===== config.mk =====
export PLATFORM = sky130hd
export DESIGN_NAME = ir_packet_receiver
export DESIGN_NICKNAME = d
export VERILOG_FILES = /design/src/rtl/ir_pr_pkg.sv /design/src/rtl/ir_packet_receiver.sv /design/src/rtl/ir_pr_csr.sv /design/src/rtl/ir_pr_decoder.sv /design/src/rtl/ir_pr_rsp_reg.sv
export VERILOG_INCLUDE_DIRS = /design/src /design/src/rtl
export SDC_FILE = /design/constraint.sdc
export NUM_CORES = 1
export LEC_CHECK = 0
export BUFFER_PORTS_ARGS = -buffer_cell sky130_fd_sc_hd__buf_2
export CAP_MARGIN = 20
export CORE_MARGIN = 2
export CORE_UTILIZATION = 53
export DETAILED_ROUTE_END_ITERATION = 6
export MAX_ROUTING_LAYER = met4
export PLACE_DENSITY = 0.74
export SLEW_MARGIN = 5
export SYNTH_ARGS = -nofsm -noshare
export SYNTH_HDL_FRONTEND = slang
export SYNTH_HIERARCHICAL = 1
export SYNTH_SLANG_ARGS = --single-unit

===== constraint.sdc =====
create_clock -name clock -period 4.4 [get_ports clock]
set_clock_uncertainty 0.2 [all_clocks]
set_input_delay 0.44 -clock clock [delete_from_list [all_inputs] [get_ports clock]]
set_output_delay 0.44 -clock clock [all_outputs]
set_load 0.02 [all_outputs]

===== src/rtl/ir_packet_receiver_defines.svh =====
// Assertion macros shared by the IR packet receiver RTL.
// Included by files that check their own logic; depends on nothing.
`ifndef IR_PACKET_RECEIVER_DEFINES_SVH
`define IR_PACKET_RECEIVER_DEFINES_SVH

// Same-cycle implication, disabled while reset is high.
`define IRPR_ASSERT_SAME(label, clk, rst, ante, cons) \
   label: assert property (@(posedge clk) disable iff (rst) (ante) |-> (cons)) \
      else $error("ir_packet_receiver: check failed");

// Next-cycle implication, disabled while reset is high.
`define IRPR_ASSERT_NEXT(label, clk, rst, ante, cons) \
   label: assert property (@(posedge clk) disable iff (rst) (ante) |=> (cons)) \
      else $error("ir_packet_receiver: check failed");

`endif


===== src/rtl/ir_pr_pkg.sv =====
// Shared types and constants of the IR packet receiver.
// Used by every module of the block; depends on nothing.
package ir_pr_pkg;

   // Configuration port widths and register indexes.
   localparam int CSR_INDEX_W = 3;
   localparam int CSR_DATA_W  = 16;

   localparam logic [CSR_INDEX_W-1:0] CSR_START_DELAY  = 3'd0;
   localparam logic [CSR_INDEX_W-1:0] CSR_BIT_PERIOD   = 3'd1;
   localparam logic [CSR_INDEX_W-1:0] CSR_BYTE_TIMEOUT = 3'd2;
   localparam logic [CSR_INDEX_W-1:0] CSR_LONG_CODE_A  = 3'd3;
   localparam logic [CSR_INDEX_W-1:0] CSR_LONG_CODE_B  = 3'd4;

   // Register values after reset.
   localparam logic [15:0] RST_START_DELAY  = 16'd844;
   localparam logic [15:0] RST_BIT_PERIOD   = 16'd416;
   localparam logic [15:0] RST_BYTE_TIMEOUT = 16'd5000;
   localparam logic [7:0]  RST_LONG_CODE_A  = 8'h50;
   localparam logic [7:0]  RST_LONG_CODE_B  = 8'h61;

   // Result status codes.
   localparam logic [1:0] STATUS_VALID    = 2'd0;
   localparam logic [1:0] STATUS_CHECKSUM = 2'd1;
   localparam logic [1:0] STATUS_TIMEOUT  = 2'd2;

   // Packet length codes.
   localparam logic [2:0] LEN_NONE  = 3'd0;
   localparam logic [2:0] LEN_SHORT = 3'd2;
   localparam logic [2:0] LEN_LONG  = 3'd4;

   // Byte sum of a good packet.
   localparam logic [7:0] CHECKSUM_GOOD = 8'hFF;

   typedef struct packed {
      logic [15:0] start_delay;
      logic [15:0] bit_period;
      logic [15:0] byte_timeout;
      logic [7:0]  long_code_a;
      logic [7:0]  long_code_b;
   } cfg_type;

   typedef struct packed {
      logic [1:0] status;
      logic [2:0] packet_length;
      logic [7:0] byte_first;
      logic [7:0] byte_second;
      logic [7:0] byte_third;
      logic [7:0] byte_fourth;
   } result_type;

endpackage


===== src/rtl/ir_packet_receiver.sv =====
// Top level of the IR packet receiver: sample register, decoder, result register.
// Depends on ir_pr_pkg, ir_pr_csr, ir_pr_decoder, ir_pr_rsp_reg and the defines header.
//
// Usage:
//   req_*  : one item per tick, carrying one sample of the demodulated IR line.
//   rsp_*  : one item per finished packet (valid or checksum failure) or per
//            timeout inside a packet; most samples give no result.
//   csr_*  : register writes, always ready; write only while the block is idle.
// Path: an accepted item waits in the sample register until the result slot has
//   room; the decoder then steps on it and any result is loaded into the result register.
// Throughput: one item per cycle while results are taken on rsp_ready; the decoder
//   state, held between the sample register and the result register, updates once per item.
// Reset: synchronous; returns to idle waiting for a high line and reloads the
//   register defaults (start delay 844, bit period 416, timeout 5000, long
//   codes 0x50 and 0x61).
// Stall: while a result waits on rsp_ready, one more item is taken into the
//   sample register; further items are held off by req_ready until the result
//   is taken, and no sample is lost.
`include "ir_packet_receiver_defines.svh"

module ir_packet_receiver
   import ir_pr_pkg::*;
(
   input  logic                   clock,
   input  logic                   reset,
   input  logic                   req_valid,
   output logic                   req_ready,
   input  logic                   req_line_level,
   output logic                   rsp_valid,
   input  logic                   rsp_ready,
   output logic [1:0]             rsp_status,
   output logic [2:0]             rsp_packet_length,
   output logic [7:0]             rsp_byte_first,
   output logic [7:0]             rsp_byte_second,
   output logic [7:0]             rsp_byte_third,
   output logic [7:0]             rsp_byte_fourth,
   input  logic                   csr_valid,
   output logic                   csr_ready,
   input  logic [CSR_INDEX_W-1:0] csr_index,
   input  logic [CSR_DATA_W-1:0]  csr_data
);

   cfg_type    cfg;
   logic       in_valid_ff, in_valid_in;
   logic       line_ff;
   logic       advance;
   logic       out_space;
   logic       dec_valid;
   result_type dec_result;
   result_type rsp_result;

   assign csr_ready = 1'b1;

   ir_pr_csr u_csr (
      .clock     (clock),
      .reset     (reset),
      .csr_valid (csr_valid),
      .csr_ready (csr_ready),
      .csr_index (csr_index),
      .csr_data  (csr_data),
      .cfg       (cfg)
   );

   // Sample register: the held item moves on when the result slot has room.
   assign advance     = in_valid_ff && out_space;
   assign req_ready   = !in_valid_ff || advance;
   assign in_valid_in = (req_valid && req_ready) ? 1'b1 : (advance ? 1'b0 : in_valid_ff);

   always_ff @(posedge clock) begin
      if (reset) begin
         in_valid_ff <= 1'b0;
      end else begin
         in_valid_ff <= in_valid_in;
      end
   end

   always_ff @(posedge clock) begin
      if (req_valid && req_ready) begin
         line_ff <= req_line_level;
      end
   end

   ir_pr_decoder u_decoder (
      .clock      (clock),
      .reset      (reset),
      .step_en    (advance),
      .line_level (line_ff),
      .cfg        (cfg),
      .res_valid  (dec_valid),
      .res        (dec_result)
   );

   ir_pr_rsp_reg u_rsp_reg (
      .clock     (clock),
      .reset     (reset),
      .load      (dec_valid),
      .load_data (dec_result),
      .rsp_ready (rsp_ready),
      .rsp_valid (rsp_valid),
      .rsp_data  (rsp_result),
      .space     (out_space)
   );

   assign rsp_status        = rsp_result.status;
   assign rsp_packet_length = rsp_result.packet_length;
   assign rsp_byte_first    = rsp_result.byte_first;
   assign rsp_byte_second   = rsp_result.byte_second;
   assign rsp_byte_third    = rsp_result.byte_third;
   assign rsp_byte_fourth   = rsp_result.byte_fourth;

   // A timeout result carries no length and no bytes.
   `IRPR_ASSERT_SAME(a_timeout_empty, clock, reset,
      rsp_valid && rsp_status == STATUS_TIMEOUT,
      rsp_packet_length == LEN_NONE && rsp_byte_first == 8'd0 &&
      rsp_byte_second == 8'd0 && rsp_byte_third == 8'd0 && rsp_byte_fourth == 8'd0)
   // A short packet leaves the upper two bytes zero.
   `IRPR_ASSERT_SAME(a_short_upper_zero, clock, reset,
      rsp_valid && rsp_packet_length == LEN_SHORT,
      rsp_byte_third == 8'd0 && rsp_byte_fourth == 8'd0)
   // A held sample stays until the decoder takes it.
   `IRPR_ASSERT_NEXT(a_sample_held, clock, reset,
      in_valid_ff && !advance, in_valid_ff && $stable(line_ff))

endmodule


===== src/rtl/ir_pr_csr.sv =====
// Configuration registers of the IR packet receiver.
// Depends on ir_pr_pkg for the register indexes, reset values and cfg_type.
module ir_pr_csr
   import ir_pr_pkg::*;
(
   input  logic                   clock,
   input  logic                   reset,
   input  logic                   csr_valid,
   input  logic                   csr_ready,
   input  logic [CSR_INDEX_W-1:0] csr_index,
   input  logic [CSR_DATA_W-1:0]  csr_data,
   output cfg_type                cfg
);

   cfg_type cfg_ff;
   cfg_type cfg_in;

   // Decode a write; indexes past the list leave everything unchanged.
   always_comb begin
      cfg_in = cfg_ff;
      if (csr_valid && csr_ready) begin
         case (csr_index)
            CSR_START_DELAY:  cfg_in.start_delay  = csr_data;
            CSR_BIT_PERIOD:   cfg_in.bit_period   = csr_data;
            CSR_BYTE_TIMEOUT: cfg_in.byte_timeout = csr_data;
            CSR_LONG_CODE_A:  cfg_in.long_code_a  = csr_data[7:0];
            CSR_LONG_CODE_B:  cfg_in.long_code_b  = csr_data[7:0];
            default:          cfg_in = cfg_ff;
         endcase
      end
   end

   always_ff @(posedge clock) begin
      if (reset) begin
         cfg_ff.start_delay  <= RST_START_DELAY;
         cfg_ff.bit_period   <= RST_BIT_PERIOD;
         cfg_ff.byte_timeout <= RST_BYTE_TIMEOUT;
         cfg_ff.long_code_a  <= RST_LONG_CODE_A;
         cfg_ff.long_code_b  <= RST_LONG_CODE_B;
      end else begin
         cfg_ff <= cfg_in;
      end
   end

   assign cfg = cfg_ff;

endmodule


===== src/rtl/ir_pr_decoder.sv =====
// Frame decoder: advances the receiver state by one line sample per step.
// Depends on ir_pr_pkg and on the assertion macros in the defines header.
`include "ir_packet_receiver_defines.svh"

module ir_pr_decoder
   import ir_pr_pkg::*;
(
   input  logic       clock,
   input  logic       reset,
   input  logic       step_en,
   input  logic       line_level,
   input  cfg_type    cfg,
   output logic       res_valid,
   output result_type res
);

   typedef enum logic [2:0] {
      PH_IDLE_HIGH = 3'd0,
      PH_IDLE_LOW  = 3'd1,
      PH_START     = 3'd2,
      PH_BIT       = 3'd3,
      PH_GAP_HIGH  = 3'd4,
      PH_GAP_LOW   = 3'd5
   } phase_type;

   phase_type   phase_ff,    phase_in;
   logic [15:0] tick_ff,     tick_in;
   logic [7:0]  shift_ff,    shift_in;
   logic [3:0]  bit_ff,      bit_in;
   logic [1:0]  byte_idx_ff, byte_idx_in;
   logic [7:0]  sum_ff,      sum_in;
   logic        long_ff,     long_in;
   logic [7:0]  held_ff [3];

   logic        held_we;
   logic [15:0] tick_inc;
   logic [15:0] limit;
   logic [7:0]  shift_new;
   logic [3:0]  bit_new;
   logic [7:0]  sum_new;
   logic        long_new;
   logic        last_byte;

   // Values a sampled data bit would produce.
   assign tick_inc  = tick_ff + 16'd1;
   assign limit     = (phase_ff == PH_START) ? cfg.start_delay : cfg.bit_period;
   assign shift_new = {line_level, shift_ff[7:1]};
   assign bit_new   = bit_ff + 4'd1;
   assign sum_new   = (byte_idx_ff == 2'd0) ? shift_new : sum_ff + shift_new;
   assign long_new  = (byte_idx_ff == 2'd0)
                      ? (shift_new == cfg.long_code_a || shift_new == cfg.long_code_b)
                      : long_ff;
   assign last_byte = long_new ? (byte_idx_ff == 2'd3) : (byte_idx_ff != 2'd0);

   // Next state and the result of this step.
   always_comb begin
      phase_in    = phase_ff;
      tick_in     = tick_ff;
      shift_in    = shift_ff;
      bit_in      = bit_ff;
      byte_idx_in = byte_idx_ff;
      sum_in      = sum_ff;
      long_in     = long_ff;
      held_we     = 1'b0;
      res_valid   = 1'b0;
      res         = '0;
      if (step_en) begin
         case (phase_ff)
            PH_IDLE_LOW: begin
               if (!line_level) begin
                  byte_idx_in = 2'd0;
                  sum_in      = 8'd0;
                  long_in     = 1'b0;
                  tick_in     = 16'd0;
                  shift_in    = 8'd0;
                  bit_in      = 4'd0;
                  phase_in    = PH_START;
               end
            end
            PH_START, PH_BIT: begin
               tick_in = tick_inc;
               if (tick_inc >= limit) begin
                  tick_in  = 16'd0;
                  shift_in = shift_new;
                  bit_in   = bit_new;
                  phase_in = PH_BIT;
                  if (bit_new >= 4'd8) begin
                     sum_in  = sum_new;
                     long_in = long_new;
                     if (last_byte) begin
                        // Packet complete: report it and return to idle.
                        res_valid         = 1'b1;
                        res.status        = (sum_new == CHECKSUM_GOOD)
                                            ? STATUS_VALID : STATUS_CHECKSUM;
                        res.packet_length = long_new ? LEN_LONG : LEN_SHORT;
                        res.byte_first    = held_ff[0];
                        res.byte_second   = long_new ? held_ff[1] : shift_new;
                        res.byte_third    = long_new ? held_ff[2] : 8'd0;
                        res.byte_fourth   = long_new ? shift_new : 8'd0;
                        phase_in          = PH_IDLE_HIGH;
                     end else begin
                        held_we     = 1'b1;
                        byte_idx_in = byte_idx_ff + 2'd1;
                        phase_in    = PH_GAP_HIGH;
                     end
                  end
               end
            end
            PH_GAP_HIGH, PH_GAP_LOW: begin
               if (phase_ff == PH_GAP_HIGH && line_level) begin
                  tick_in  = 16'd0;
                  phase_in = PH_GAP_LOW;
               end else if (phase_ff == PH_GAP_LOW && !line_level) begin
                  tick_in  = 16'd0;
                  shift_in = 8'd0;
                  bit_in   = 4'd0;
                  phase_in = PH_START;
               end else begin
                  tick_in = tick_inc;
                  if (tick_inc >= cfg.byte_timeout) begin
                     // Awaited level never came: report a timeout.
                     res_valid         = 1'b1;
                     res.status        = STATUS_TIMEOUT;
                     res.packet_length = LEN_NONE;
                     phase_in          = PH_IDLE_HIGH;
                  end
               end
            end
            default: begin
               phase_in = line_level ? PH_IDLE_LOW : PH_IDLE_HIGH;
            end
         endcase
      end
   end

   // Receiver state.
   always_ff @(posedge clock) begin
      if (reset) begin
         phase_ff    <= PH_IDLE_HIGH;
         tick_ff     <= 16'd0;
         shift_ff    <= 8'd0;
         bit_ff      <= 4'd0;
         byte_idx_ff <= 2'd0;
         sum_ff      <= 8'd0;
         long_ff     <= 1'b0;
      end else begin
         phase_ff    <= phase_in;
         tick_ff     <= tick_in;
         shift_ff    <= shift_in;
         bit_ff      <= bit_in;
         byte_idx_ff <= byte_idx_in;
         sum_ff      <= sum_in;
         long_ff     <= long_in;
      end
   end

   // Bytes held until the packet completes; only written entries are read.
   always_ff @(posedge clock) begin
      if (held_we) begin
         held_ff[byte_idx_ff] <= shift_new;
      end
   end

   // A result only comes from the last data bit or from a gap wait.
   `IRPR_ASSERT_SAME(a_result_phase, clock, reset, res_valid,
      phase_ff == PH_BIT || phase_ff == PH_GAP_HIGH || phase_ff == PH_GAP_LOW)
   // A short packet waits in a gap only after its first byte.
   `IRPR_ASSERT_SAME(a_short_gap_index, clock, reset,
      (phase_ff == PH_GAP_HIGH || phase_ff == PH_GAP_LOW) && !long_ff,
      byte_idx_ff == 2'd1)
   // The bit counter never passes one full byte.
   `IRPR_ASSERT_SAME(a_bit_range, clock, reset,
      phase_ff == PH_START || phase_ff == PH_BIT, bit_ff < 4'd8)

endmodule


===== src/rtl/ir_pr_rsp_reg.sv =====
// Result register of the IR packet receiver, holding one item for the consumer.
// Depends on ir_pr_pkg for result_type.
module ir_pr_rsp_reg
   import ir_pr_pkg::*;
(
   input  logic       clock,
   input  logic       reset,
   input  logic       load,
   input  result_type load_data,
   input  logic       rsp_ready,
   output logic       rsp_valid,
   output result_type rsp_data,
   output logic       space
);

   logic       valid_ff;
   logic       valid_in;
   result_type data_ff;

   // The slot can take a new item when empty or when it empties now.
   assign space    = !valid_ff || rsp_ready;
   assign valid_in = load ? 1'b1 : (valid_ff && !rsp_ready);

   always_ff @(posedge clock) begin
      if (reset) begin
         valid_ff <= 1'b0;
      end else begin
         valid_ff <= valid_in;
      end
   end

   always_ff @(posedge clock) begin
      if (load) begin
         data_ff <= load_data;
      end
   end

   assign rsp_valid = valid_ff;
   assign rsp_data  = data_ff;

endmodule

### Yosys cells after proc, flatten, opt, wreduce, memory -nomap -nowiden

Memory sizes are Yosys's and may differ from the RTL's.
Index checks and enable logic that the tools add are counted.
W data, S select, Z words.

* register bits after elaboration: 146
* latch bits: 0
* RAM bits: 24
* ROM bits: 0
* bits of input ports: 25
* output and inout bits: 40
* word-level logic and storage cells: 151
* memories: 1

Memories
* u_decoder.held_ff: words 3, bits a word 8, read ports 3, clocked after memory_dff 0, write ports 1, line ir_pr_decoder.sv:33 `logic [7:0] held_ff [3];`

* add/sub/neg operators: 4
* multipliers: 0
* div/mod/pow operators: 0
* $lt $le $gt $ge: 3
* equal/unequal tests: 20
* shift operators: 0
* mux-type cells: 70
* bitwise gates (word level): 0
* reduce and logical (&&, ||, !) cells: 32

Operator list (number)
* $mux W37: 3
* $mux W16: 5
* $mux W8: 10
* $pmux W16 S3: 1
* $ge A16 B16 Y1: 2
* $mux W1: 24
* $mux W3: 8
* $pmux W8 S3: 1
* $reduce_and A6 Y1: 3
* $add A16 B1 Y16 const B: 1
* $eq A8 B8 Y1: 2
* $mux W4: 4
* $pmux W8 S2: 1
* $mux W5: 3
* $eq A3 B2 Y1 const B: 4
* $pmux W4 S3: 1
* $pmux W5 S2: 1
* $reduce_and A2 Y1: 5
* $reduce_and A5 Y1: 2
* $eq A3 B3 Y1 const B: 3
* $pmux W3 S3: 1
* $add A8 B8 Y8: 1
* $eq A8 B8 Y1 const B: 1
* $mux W2: 4
* 20 further kinds: 38

### Logic depth before layout (Yosys ltp)

* depth in word-level cells: 11
* depth in mapped cells: 15
* gate-level depth less buffers: 14

### Hierarchy

Netlist, hierarchy kept.

Modules (own cells, without submodules)
* ir_pr_decoder: times used 1, cells an instance 604, area each 5108.6 µm², seq. area each 1541.5 µm²
* ir_pr_csr: times used 1, cells an instance 245, area each 2596.2 µm², seq. area each 1281.2 µm²
* ir_pr_rsp_reg: times used 1, cells an instance 41, area each 1157.4 µm², seq. area each 1131.1 µm²
* ir_packet_receiver: times used 1, cells an instance 9, area each 103.8 µm², seq. area each 50.0 µm²

### Worst setup path after synthesis

No wires, ideal clock.

* path type: reg-to-reg
* start point: reg u_decoder.phase_ff[0]
* end point: reg u_rsp_reg.data_ff, in the netlist u_rsp_reg/rsp_data[0], enable pin
* setup time: 378 ps
* data arrival time: 4077 ps
* required time: 3822 ps
* path slack: -256 ps
* stages on the path, launching flop included: 12
* buffers on the path: 2
* period minus slack after synthesis: 4656 ps
* cells stage by stage: dfxtp_1 clkbuf_1 nor3_1 clkbuf_1 mux2i_1 ha_1 and4_4 nand3_4 or4_4 a31oi_1 nor4b_1 or2_2

* cells in the longest elaborated chain, start to end: 6

Ends and longest elaborated chain
* from (decl): line ir_pr_decoder.sv:26 `phase_type phase_ff, phase_in;`
* from (signal assigned): line ir_pr_decoder.sv:147 `phase_ff <= phase_in;`
* $eq A3 B2 Y1 or $eq A3 B3 Y1 (tied branches): line ir_pr_decoder.sv:46, ir_pr_decoder.sv:68, ir_pr_decoder.sv:113
* $mux W16 or $logic_and A1 B1 Y1 (tied branches): line ir_pr_decoder.sv:46, ir_pr_decoder.sv:113
* $ge A16 B16 Y1 or $mux W1 (tied branches): line ir_pr_decoder.sv:82, ir_pr_decoder.sv:113
* $mux W1, on equally long branches: line ir_pr_decoder.sv:82, ir_pr_decoder.sv:110
* $pmux W1 S2 *: line ir_pr_decoder.sv:68 `case (phase_ff)`
* $mux W1 *: line ir_pr_decoder.sv:67 `if (step_en) begin`
* via dec_valid: line ir_packet_receiver.sv:48 `logic dec_valid;`
* to (signal assigned): line ir_pr_rsp_reg.sv:34 `data_ff <= load_data;`
* to (decl): line ir_pr_rsp_reg.sv:18 `result_type data_ff;`

Mark *: on every way through the listed nets, which the timed path passes. The rest lies on a longest branch.
A chain may end at the register's enable or synchronous reset.

### Final worst setup path

* start point: reg u_decoder.tick_ff[6]
* end point: reg u_rsp_reg/rsp_data[30] (netlist name)

* cells in the longest elaborated chain, start to end: 3

Ends and longest elaborated chain
* from (decl): line ir_pr_decoder.sv:27 `logic [15:0] tick_ff, tick_in;`
* from (signal assigned): line ir_pr_decoder.sv:148 `tick_ff <= tick_in;`
* $add A16 B1 Y16: line ir_pr_decoder.sv:45 `assign tick_inc = tick_ff + 16'd1;`
* $ge A16 B16 Y1: line ir_pr_decoder.sv:82 `if (tick_inc >= limit) begin`
* $reduce_and A5 Y1 (no source line)

Every way passes these cells.

==> flow_summary.json <==
{
  "outcome": "finished, final reports clean",
  "tritoncts": "built",
  "synth_simple_gate_area_share_pct": 18.2,
  "netlist_area_um2": 8970,
  "cp_max_fo": 16,
  "grt_antenna_before_repair": 0,
  "port-buffer-count": 63,
  "dpl-instance-area_um2": 9540,
  "synth_xor_area_share_pct": 3.52,
  "synth_flop_cell": "dfxtp_1",
  "postSynthRegisterBits": 169,
  "highest_clock_rate_ghz": 0.234,
  "max-slew-margin-rel_pct": 38.4,
  "grt_use_met3_pct": 4.12,
  "synth_async_sr_flop_share_pct": 0,
  "multi_input_comb_area_um2": 4560,
  "grt_use_total_pct": 23.5,
  "postRouteAntennaNets": 0,
  "register_area_um2": 4000,
  "synth_top_family_by_area": "simple AND/OR/NAND/NOR gates",
  "layout_common_cells": "107 x dfxtp_1, 91 x mux2i_1, 67 x nand2b_1, 62 x buf_2, 62 x edfxtp_1",
  "fin_setup_tns_ps": 0,
  "vdd_drop_max_v": 0.000289,
  "path_common_cell": "buf_4",
  "clock_sinks": 169,
  "holdWs_ps": 28.6,
  "timing.critical_path.slowest_cell_delay_ps": 560,
  "finalHoldViolations": 0,
  "grt_pass1_wl_um": 32700,
  "cts_buffers": 17,
  "cts_max_level": 4,
  "floorplan.die.width_um": 134,
  "timing.critical_path.depth": 14,
  "worst_ep_arrival_time_ps": 4360,
  "cts_root_buffer": "clkbuf_16",
  "dr_total_vias": 6780,
  "dp.final_hpwl_um": 13900,
  "initial_core_util_pct": 54.1,
  "drt_wl_total_um": 20100,
  "area_growth_syn_to_layout_pct": 13.8,
  "final_stage_net_count": 1030,
  "post-route-period-util_pct": 97.0,
  "synth_enable_flop_cells": 62,
  "grt_util_met1_pct": 32.5,
  "post_route_cells_drive_above_1_share_pct": 15.5,
  "timing.rr.start": "u_decoder/tick_ff[6]",
  "num_io_pins": 65,
  "n_fill_cell": 1410,
  "drc_errors": 0,
  "initialDrtViolationCount": 526,
  "overflow": 0,
  "synth_adder_area_share_pct": 6.78,
  "tightestPinTransition_ps": 924,
  "globalRoute.busiestLayer": "met2",
  "postSynthAreaPerCell_um2": 9.97,
  "floorplan.die_area_um2": 18000,
  "hp-start": "csr_data[2]",
  "clk_path_buf_depth": 2,
  "crit_required_ps": 4490,
  "synthMuxAreaShare_pct": 10.3,
  "critical_path_source_type": "register",
  "cpLargestDelayFamily": "simple AND/OR/NAND/NOR gates",
  "pwr_density_cell_nw_per_um2": 324,
  "power.static_leakage_uw": 0.00399,
  "worst_hold_path_type": "in -> reg",
  "finalMaxSlewViolations": 0,
  "endpoint_of_the_lowest_slack_register_to_register_path": "u_rsp_reg/rsp_data[30]",
  "seq_area_frac_synth_pct": 44.7,
  "layout_commonest_cell": "dfxtp_1",
  "clkLatencyLatePin_ps": 440,
  "r2r.worst_path.cells": 14,
  "chipHeight_um": 134,
  "worstHoldEndpoint": "u_csr/cfg[50]",
  "setup.worst_path.start": "u_decoder/tick_ff[6]",
  "gr-usage-met2_pct": 35.3,
  "rows": 47,
  "setup.worst_path.end_class": "register",
  "critical_path.cell_chain": "nand4_1 -> nor3_1 -> and3_1 -> nand3_1 -> xnor2_1 -> ha_1 -> and4_4 -> nand3_4 -> or4_4 -> a31oi_2 -> buf_4 -> or3b_1 -> buf_4 -> nor2_1",
  "critical_path.slowest_cell": "or4_4",
  "post_drt_wl_per_cell_um": 16.9,
  "finalInstanceArea_um2": 10200,
  "grt_pass1_vias": 6470,
  "post_synth_inst_count": 899,
  "timing.reg2reg.setup_slack_ps": 130,
  "antennaDiodeCount": 0,
  "critPathBufInv": 2,
  "cap_violations": 0,
  "drt_pre_antenna_iters": 5,
  "place_congestion": 0.852,
  "yosysWarnings": 6,
  "worst_setup_hold_path_clk_slew_ps": 70,
  "period_minus_slack_ps": 4270,
  "synthDistinctLibCells": 75,
  "whs_path_depth": 2,
  "largest_net_degree_at_the_start_of_global_routing": 102,
  "critical_setup_path_class": "reg -> reg",
  "number_of_endpoints_failing_setup_at_the_final_stage": 0,
  "synth_compound_gate_area_share_pct": 11.5,
  "avgViaCountPerCell": 5.70,
  "core_um2": 16600
}
sequential cells by signal, indices dropped and copies added, names as in the netlist:
signal,flops
u_rsp_reg/rsp_data,37
u_rsp_reg/rsp_valid,1
u_decoder/phase_ff,3
u_decoder/bit_ff,4
u_decoder/held_ff,24
u_decoder/byte_idx_ff,2
u_decoder/sum_ff,8
u_csr/cfg,64
in_valid_ff,1
u_decoder/tick_ff,16
u_decoder/long_ff,1
u_decoder/shift_ff,7
line_ff,1
layout make-up:
class,instances,area share [%]
multi-input combinational,631,44.7
sequential,169,39.2
timing repair buffer,96,5.81
clock buffer,17,4.17
tap,220,2.70
clock inverter,15,1.85
inverter,42,1.55
per-layer routing:
layer,vias up,share of wire [%]
li1,3325,-
met1,3234,48
met5,-,0
met4,0,1.9
met3,31,4.5
met2,190,46
cells by family after synthesis:
kind of cell               Yosys count
buffers and inverters              101
DFF                                169
other                                2
and+or+nand+nor                    290
adders and majority gates           48
xor gates and xnor gates            36
AOI/OAI and AO/OA                  161
muxes                               92
cells in the mapped netlist (all sizes together) (13+ instances only):
cell type    n  area (um^2)
a21oi       42          218
and2        18          116
buf         13          109
clkbuf      46          176
dfxtp      107         2140
edfxtp      62         1860
ha          47          588
inv         42          158
mux2i       91          911
nand2       43          161
nand2b      69          447
nand3       17         97.6
nand4       18          119
nor2        60          228
nor3        19         95.1
o211ai      21          158
o21ai       43          215
xnor2       28          245
stage by stage:
stage	std cells	setup WS [ps]	total power, uW	util, %
after floorplan	901	114	1750	-
after global placement	1155	192	1800	57.5
after detailed placement	1155	106	1800	57.5
after CTS	1188	89.7	3330	61.3
after global routing	1190	-49.2	3400	61.5
final	1190	130	3300	61.5
worst max-delay path by stage:
| stage | end |
|---|---|
| 2_1_floorplan | u_rsp_reg/rsp_data[0] |
| 3_3_place_gp | u_rsp_reg/rsp_data[19] |
| 3_5_place_dp | u_rsp_reg/rsp_data[30] |
| 4_1_cts | u_rsp_reg/rsp_data[30] |
| 5_1_grt | u_rsp_reg/rsp_data[30] |
| 6_report | u_rsp_reg/rsp_data[30] |
where the power goes:
group | total [uW] | internal (uW) | switching [uW]
clock | 1540 | 822 | 718
combinational | 137 | 52.5 | 84.7
sequential | 1630 | 1620 | 9.20
total | 3300 | 2490 | 811
timing repair:
item	4_1_cts	5_1_grt
hold buffers	1	0
endpoints found under the setup margin	0	81
buffers inserted	0	2
gates resized for setup	0	4
endpoints found under the hold margin	1	0
worst register-to-register path: stages, from the launching register on:
cell,delay (ps)
dfxtp_1,400
nand4_1,220
nor3_1,300
and3_1,220
nand3_1,100
xnor2_1,170
ha_1,330
and4_4,260
nand3_4,100
or4_4,560
a31oi_2,260
buf_4,210
or3b_1,440
buf_4,230
nor2_1,130
Power figures use the tool's default switching activity.
